--- src/hdl/ate_ram.sv ---
module ate_ram #(
   parameter int WIDTH = 32,
   parameter int DEPTH = 16
) (
   input  logic                     clock,
   input  logic                     wr_en,
   input  logic [$clog2(DEPTH)-1:0] wr_addr,
   input  logic [WIDTH-1:0]         wr_data,
   input  logic [$clog2(DEPTH)-1:0] rd_addr,
   output logic [WIDTH-1:0]         rd_data
);
   logic [WIDTH-1:0] mem [DEPTH];

   always_ff @(posedge clock) begin
      if (wr_en) mem[wr_addr] <= wr_data;
      rd_data <= mem[rd_addr];
   end
endmodule

--- config.mk ---
export PLATFORM = sky130hd
export DESIGN_NAME = ate_ram
export DESIGN_NICKNAME = d
export VERILOG_FILES = /design/src/hdl/ate_ram.sv
export SDC_FILE = /design/constraint.sdc
export NUM_CORES = 1
export LEC_CHECK = 0
export ABC_AREA = 1
export BUFFER_PORTS_ARGS = -buffer_cell sky130_fd_sc_hd__buf_2
export CAP_MARGIN = 15
export CORE_MARGIN = 1.5
export CORE_UTILIZATION = 35
export CTS_CLUSTER_DIAMETER = 80
export DETAILED_ROUTE_END_ITERATION = 16
export GPL_TIMING_DRIVEN = 0
export SLEW_MARGIN = 5
export SYNTH_ARGS = -nofsm -noshare
export SYNTH_HDL_FRONTEND = slang
export SYNTH_SLANG_ARGS = --single-unit
--- constraint.sdc ---
create_clock -name clock -period 4.5 [get_ports clock]
set_input_delay 0.45 -clock clock [delete_from_list [all_inputs] [get_ports clock]]
set_output_delay 0.45 -clock clock [all_outputs]
set_load 0.05 [all_outputs]
==> impl_metrics.py, run 1 <==
metrics = {
    "clock_tree": {
        "clkLatencyLatePin_ps": 630,
        "cts_tree": "done",
        "holdBufCountCts": 0,
        "cts_setup_buffers": 0,
        "cts.sink_count": 544,
        "cts_made_buffers": 56,
        "max-clock-path-buffers": 3,
        "cts.root.buffer_cell": "sky130_fd_sc_hd__clkbuf_16",
        "maximum_level_of_the_cts_h_tree": 2,
        "postCtsResizedCells": 0,
        "clk_transition_reported_paths_ps": 60,
    },
    "grt": {
        "grt_usage_pct": 18.9,
        "grt_antenna_before_repair": 0,
        "via_count_of_the_first_global_routing_pass": 14708,
        "grt_first_pass_wirelength_um": 93000,
        "overflow": 0,
        "maximum_number_of_pins_on_one_net_before_global_route_repair": 23,
    },
    "setup_path": {
        "path_delay_family": "simple AND/OR/NAND/NOR gates",
        "worst_stage_delay_on_the_critical_path_ps": 580,
        "cp_max_fanout": 12,
        "crit_path_end_kind": "register",
        "worst_setup_path_start_kind": "input pin",
        "critPathSlowestCell": "sky130_fd_sc_hd__nor2_4",
        "timing.critical_path.required_ps": 4820,
        "timing.critical_path.mode_cell": "sky130_fd_sc_hd__buf_16",
        "critical_path.cell_chain": "buf_2, nand3b_1, nor2_4, buf_16, buf_16",
        "worst_ep_arrival_time_ps": 1970,
        "crit_buf_inv": 3,
        "path_class": "in -> reg",
    },
    "routing": {
        "dr.first_iter.drc_count": 1542,
        "detailedRoute.firstPassIterationCount": 6,
        "avgRoutedWirePerCell_um": 19.8,
        "drcViolationCount": 0,
        "ant_nets": 0,
        "total_routed_wirelength_um": 62700,
        "avgViaCountPerCell": 4.78,
        "detailroute.via_count": 15144,
    },
    "final_layout": {
        "insertedDiodeCount": 0,
        "layout.cells.most_common": "sky130_fd_sc_hd__nand2_1",
        "layout.core_utilization_pct": 41.2,
        "nets": 2309,
        "mostFrequentLayoutCells": "677 x sky130_fd_sc_hd__nand2_1, 512 x sky130_fd_sc_hd__edfxtp_1, 388 x sky130_fd_sc_hd__inv_1, 385 x sky130_fd_sc_hd__nand3_1, 112 x sky130_fd_sc_hd__buf_2",
        "layout-area-overhead-vs-synth_pct": 16.6,
        "drive_gt1_share_pct": 11.5,
        "final_design_area_no_fill_um2": 26500,
    },
    "job": {
        "cap_viol_max_count": 0,
    },
    "sta": {
        "grt_setup_unrepaired": "false",
        "maxSlewHeadroom_pct": 26.0,
        "fin_setup_tns_ps": 0,
        "timing.fmax_ghz": 0.605,
        "final_period_minus_worst_setup_slack_ps": 1650,
        "worstMarginPinSlew_ps": 1110,
        "final_hold_viol_count": 0,
        "finalClockSkew_ps": 26.1,
        "share_of_the_clock_period_used_by_the_worst_path_pct": 36.7,
        "number_of_failing_setup_endpoints_in_the_final_timing_report": 0,
        "drv_slew": 0,
        "final.setup.worst_slack_ps": 2850,
    },
    "run_status": {
        "run_status": "completed",
    },
    "place": {
        "globalplace.congestion": 0.828,
        "dpl_worst_slack_ps": 2190,
        "number_of_i_o_port_buffers": 71,
        "dpl_cell_area_um2": 24700,
        "hpwl_um": 40300,
    },
    "yosys": {
        "yosys-top-cells-area": "sky130_fd_sc_hd__edfxtp_1 68%, sky130_fd_sc_hd__nand2_1 11%, sky130_fd_sc_hd__nand3_1 8.5%, sky130_fd_sc_hd__inv_1 6.4%, sky130_fd_sc_hd__dfxtp_1 2.8%",
        "synthesis.instances": 2120,
        "synth-warning-count": 0,
        "yosysTopAreaCell": "sky130_fd_sc_hd__edfxtp_1",
        "yosys_top_cell_area_share_pct": 67.6,
        "synthesis.nets": 2162,
        "ys_seq_elements": 544,
        "synthesis.area_per_instance_um2": 10.7,
        "syn-cell-area_um2": 22700,
        "yosysSeqAreaShare_pct": 70.5,
        "post_synth_num_cell_types": 15,
    },
    "floorplanning": {
        "total_die_area_um2": 66500,
        "fp.dieW_um": 258,
        "chipHeight_um": 258,
        "row_count": 93,
        "core_region_area_um2": 64300,
        "starting_utilization_of_the_core_area_pct": 35.3,
        "floorplan.io_pins": 74,
    },
    "hold_path": {
        "hold_class": "in -> reg",
    },
    "power": {
        "p_leak_nw": 11.2,
        "power_density_nw_per_um2": 420,
        "post-layout-total-power_w": 0.0111,
        "peakVddDrop_mv": 0.292,
    },
}
==> sequential cells by signal (all words and copies together), names as in the netlist <==
signal	flops
rd_data	32
mem	512
==> synth_stat cells <==
| library cell | instances |
|---|---|
| sky130_fd_sc_hd__buf_1 | 14 |
| sky130_fd_sc_hd__buf_12 | 1 |
| sky130_fd_sc_hd__buf_2 | 41 |
| sky130_fd_sc_hd__buf_4 | 6 |
| sky130_fd_sc_hd__buf_6 | 29 |
| sky130_fd_sc_hd__clkbuf_1 | 14 |
| sky130_fd_sc_hd__dfxtp_1 | 32 |
| sky130_fd_sc_hd__edfxtp_1 | 512 |
| sky130_fd_sc_hd__inv_1 | 388 |
| sky130_fd_sc_hd__inv_2 | 1 |
| sky130_fd_sc_hd__inv_4 | 1 |
| sky130_fd_sc_hd__nand2_1 | 677 |
| sky130_fd_sc_hd__nand3_1 | 385 |
| sky130_fd_sc_hd__nand3b_1 | 2 |
| sky130_fd_sc_hd__nor2_1 | 17 |
==> power by group <==
part | internal (W) | total [W] | switching, W | leakage, nW
clock | 0.00264 | 0.00459 | 0.00195 | 0.890
sequential | 0.00566 | 0.00569 | 0.0000278 | 4.90
combinational | 0.000220 | 0.000865 | 0.000646 | 5.43
==> per-layer routing <==
metal,vias to the layer above,GRT usage (%),part of all wire (%)
li1,7147,-,-
met1,7261,25.9,42
met2,612,30.6,46
met3,124,2.81,8.1
met4,0,7.03,3.4
met5,-,0,0
==> kinds of logic (layout without fill, tap and decap cells) <==
family | after synthesis | after routing | synth area share, %
flops | 544 | 544 | 70.5
simple gates | 1081 | 1081 | 20.0
buf+inv | 495 | 688 | 9.54
==> final cells by class <==
class	count	area (um2)
clock inverter	33	312
clock buffer	71	1500
timing repair buffer	89	783
tap	855	1070
inverter	390	1470
buffer	105	702
sequential	544	16000
multi-input combinational	1081	4670
fill	5964	37800
==> metrics by stage <==
step | hold WS [ps] | std cells
after floorplan | 549 | 2120
after global placement | 665 | 3046
after detailed placement | 670 | 3064
after CTS | 175 | 3168
after global routing | 197 | 3168
final | 192 | 3168
==> path summary, 6_finish.rpt <==
path	startpoint	endpoint	slack (ps)	depth (start not counted)
max	wr_addr[2]	mem[8][23]	2850	5
min	wr_data[7]	mem[1][7]	190	1
max reg2reg	mem[1][27]	rd_data[27]	3430	6
min reg2reg	mem[10][4]	rd_data[4]	670	6
==> worst register-to-register path: cells and delay by family, from the launching register on <==
family / cells / cell delay, ps
flip-flops: 1 / 380
buffers and inverters: 1 / 60
AND/OR/NAND/NOR: 5 / 520
Note: power is estimated with default switching activity, not from simulation.
==> inputs of run 2 (changes only) <==
- ABC_AREA: 1 -> 0
- clock period: 4.5 -> 1.7 ns (I/O delays scaled with it)
==> impl_metrics.py, run 2 <==
metrics = {
    "run_status": {
        "run_status": "completed",
    },
    "power": {
        "switching_share_pct": 21.4,
        "clock_power_share_pct": 41.6,
        "p_seq_share_pct": 52.3,
        "p_leak_nw": 7.64,
        "power_density_nw_per_um2": 1210,
        "peakVddDrop_mv": 0.812,
        "internal_cell_power_w": 0.0227,
        "power_frac_comb_pct": 6.1,
        "power_spent_charging_and_discharging_nets_w": 0.00616,
    },
    "clock_tree": {
        "cts_tree": "done",
        "maximum_level_of_the_cts_h_tree": 2,
        "cts.sink_count": 544,
        "max-clock-path-buffers": 3,
        "clk_transition_reported_paths_ps": 60,
        "cts.root.buffer_cell": "sky130_fd_sc_hd__clkbuf_16",
        "cts_made_buffers": 56,
        "clkLatencyLatePin_ps": 590,
    },
    "floorplanning": {
        "fp.dieW_um": 241,
        "floorplan.io_pins": 74,
        "core_region_area_um2": 56300,
        "chipHeight_um": 241,
        "total_die_area_um2": 58200,
        "row_count": 87,
        "starting_utilization_of_the_core_area_pct": 35.3,
    },
    "yosys": {
        "synth-warning-count": 0,
        "ys_seq_elements": 544,
        "synthesis.instances": 838,
        "syn-cell-area_um2": 19900,
        "post_synth_num_cell_types": 18,
        "yosysSeqAreaShare_pct": 80.7,
        "synthFlopType": "sky130_fd_sc_hd__edfxtp_1",
        "yosysTopAreaCell": "sky130_fd_sc_hd__edfxtp_1",
        "synthesis.nets": 880,
        "synth.top_cells.by_count": "512 x sky130_fd_sc_hd__edfxtp_1, 128 x sky130_fd_sc_hd__mux4_2, 64 x sky130_fd_sc_hd__a22oi_1, 33 x sky130_fd_sc_hd__nand2_1, 32 x sky130_fd_sc_hd__dfxtp_1",
        "synthesis.area_per_instance_um2": 23.7,
        "synth_edf_count": 512,
        "yosys-top-cells-area": "sky130_fd_sc_hd__edfxtp_1 77%, sky130_fd_sc_hd__mux4_2 15%, sky130_fd_sc_hd__dfxtp_1 3.2%, sky130_fd_sc_hd__a22oi_1 2.4%, sky130_fd_sc_hd__nand2_1 0.62%",
        "yosysMostFrequentCell": "sky130_fd_sc_hd__edfxtp_1",
        "asyncSetResetFlopFracSynth_pct": 0,
        "yosys_top_cell_area_share_pct": 77.4,
    },
    "sta": {
        "worstMarginPinSlew_ps": 923,
        "timing.fmax_ghz": 0.632,
        "maxSlewHeadroom_pct": 38.5,
        "share_of_the_clock_period_used_by_the_worst_path_pct": 93.1,
        "number_of_failing_setup_endpoints_in_the_final_timing_report": 0,
        "final_hold_viol_count": 0,
        "grt_setup_unrepaired": "false",
        "hold_slack_ps": 187,
        "drv_slew": 0,
        "final_period_minus_worst_setup_slack_ps": 1580,
        "finalClockSkew_ps": 14.8,
    },
    "final_layout": {
        "reg_top3": "mem x512, rd_data x32",
        "layout-area-overhead-vs-synth_pct": 20.3,
        "layout.cells.most_common": "sky130_fd_sc_hd__edfxtp_1",
        "mostFrequentLayoutCells": "512 x sky130_fd_sc_hd__edfxtp_1, 128 x sky130_fd_sc_hd__mux4_2, 75 x sky130_fd_sc_hd__buf_2, 64 x sky130_fd_sc_hd__a22oi_1, 57 x sky130_fd_sc_hd__clkbuf_16",
        "largest_reg_flops": 512,
        "nets": 1063,
        "stdcell_count": 1824,
        "largest_register": "mem",
        "drive_gt1_share_pct": 31.6,
        "final_design_area_no_fill_um2": 23900,
    },
    "routing": {
        "detailroute.via_count": 9318,
        "total_routed_wirelength_um": 44100,
        "avgViaCountPerCell": 5.11,
        "detailedRoute.firstPassIterationCount": 5,
        "avgRoutedWirePerCell_um": 24.2,
        "ant_nets": 0,
        "drcViolationCount": 0,
        "dr.first_iter.drc_count": 980,
    },
    "place": {
        "globalplace.congestion": 0.677,
        "dpl_cell_area_um2": 21700,
        "hpwl_um": 27000,
        "number_of_i_o_port_buffers": 71,
        "total_placed_cells_including_tap_cells": 1686,
    },
    "setup_path": {
        "worst_setup_path_start_kind": "input pin",
        "timing.critical_path.required_ps": 2000,
        "path_class": "in -> reg",
        "crit_path_end_kind": "register",
        "cp_max_fanout": 12,
        "worst_ep_arrival_time_ps": 1880,
        "worstRegToRegCells": 3,
    },
    "job": {
        "cap_viol_max_count": 0,
    },
    "grt": {
        "grt_usage_pct": 15.6,
        "grt_first_pass_wirelength_um": 65000,
        "maximum_number_of_pins_on_one_net_before_global_route_repair": 23,
        "via_count_of_the_first_global_routing_pass": 9865,
        "grt_antenna_before_repair": 2,
        "overflow": 0,
    },
    "hold_path": {
        "count_of_cells_along_the_worst_hold_path": 2,
        "hold_class": "in -> reg",
    },
}
## run 2: per-stage QoR
| stage | setup slack, ps | setup TNS, ps | power [W] | utilization [%] |
|---|---|---|---|---|
| finish | 118 | 0 | 0.0288 | 42.4 |
| global route | 37.7 | 0 | 0.0297 | 42.4 |
| detailed placement | -597 | -117500 | 0.0171 | 38.6 |
| CTS | 30.2 | 0 | 0.0291 | 42.4 |
| global placement | -2420 | -1014520 | 0.0170 | 37.7 |
| floorplan | -498 | -183040 | 0.0164 | - |
## run 2: cells by family after synthesis
kind of cell	Yosys count	share of synthesized area [%]
compound gates	64	2.42
buf+inv	43	1.12
flops	544	80.7
mux	128	14.5
simple gates	59	1.27
## run 2: timing repair
action / in CTS / in global routing
endpoints found under the hold margin: 512 / 0
endpoints found under the setup margin: 0 / 22
hold buffers: 32 / 0
buffers inserted: 0 / 1
resized for setup: 0 / 0
## run 2: area by class of cell
type / instances / area (um2)
antenna: 1 / 2.50
fill: 4869 / 32400
clock buffer: 83 / 1620
multi-input combinational: 251 / 3750
sequential: 544 / 16000
tap: 756 / 946
clock inverter: 21 / 189
buffer: 43 / 223
timing repair buffer: 125 / 1130
## run 2: worst max-delay path: stages
cell	delay, ps
sky130_fd_sc_hd__buf_2	120
sky130_fd_sc_hd__or3b_4	470
sky130_fd_sc_hd__nor3_4	700
sky130_fd_sc_hd__buf_16	240
sky130_fd_sc_hd__buf_16	160
## run 2: power by group through the flow
stage | clock (W) | sequential (W) | combinational, W
after CTS | 0.0123 | 0.0151 | 0.00179
after floorplan | 0 | 0.0157 | 0.000724
after global routing | 0.0127 | 0.0151 | 0.00188
final | 0.0120 | 0.0151 | 0.00176
after global placement | 0 | 0.0154 | 0.00164
after detailed placement | 0 | 0.0154 | 0.00173
## run 2: worst paths after layout
check                                 from     endpoint  slack [ps]
worst min register to register  mem[14][6]   rd_data[6]         670
worst min-delay path            wr_addr[1]  mem[12][31]         190
worst max register to register  mem[3][31]  rd_data[31]         290
worst max-delay path            wr_addr[2]    mem[0][9]         120
## run 2: routing by layer
layer	global-route usage, %	up-vias	share of wire (%)
met1	23.0	4994	45
met2	23.9	313	46
met3	2.31	62	6.6
li1	-	3947	-
met5	0	-	0.029
met4	4.68	2	2.1
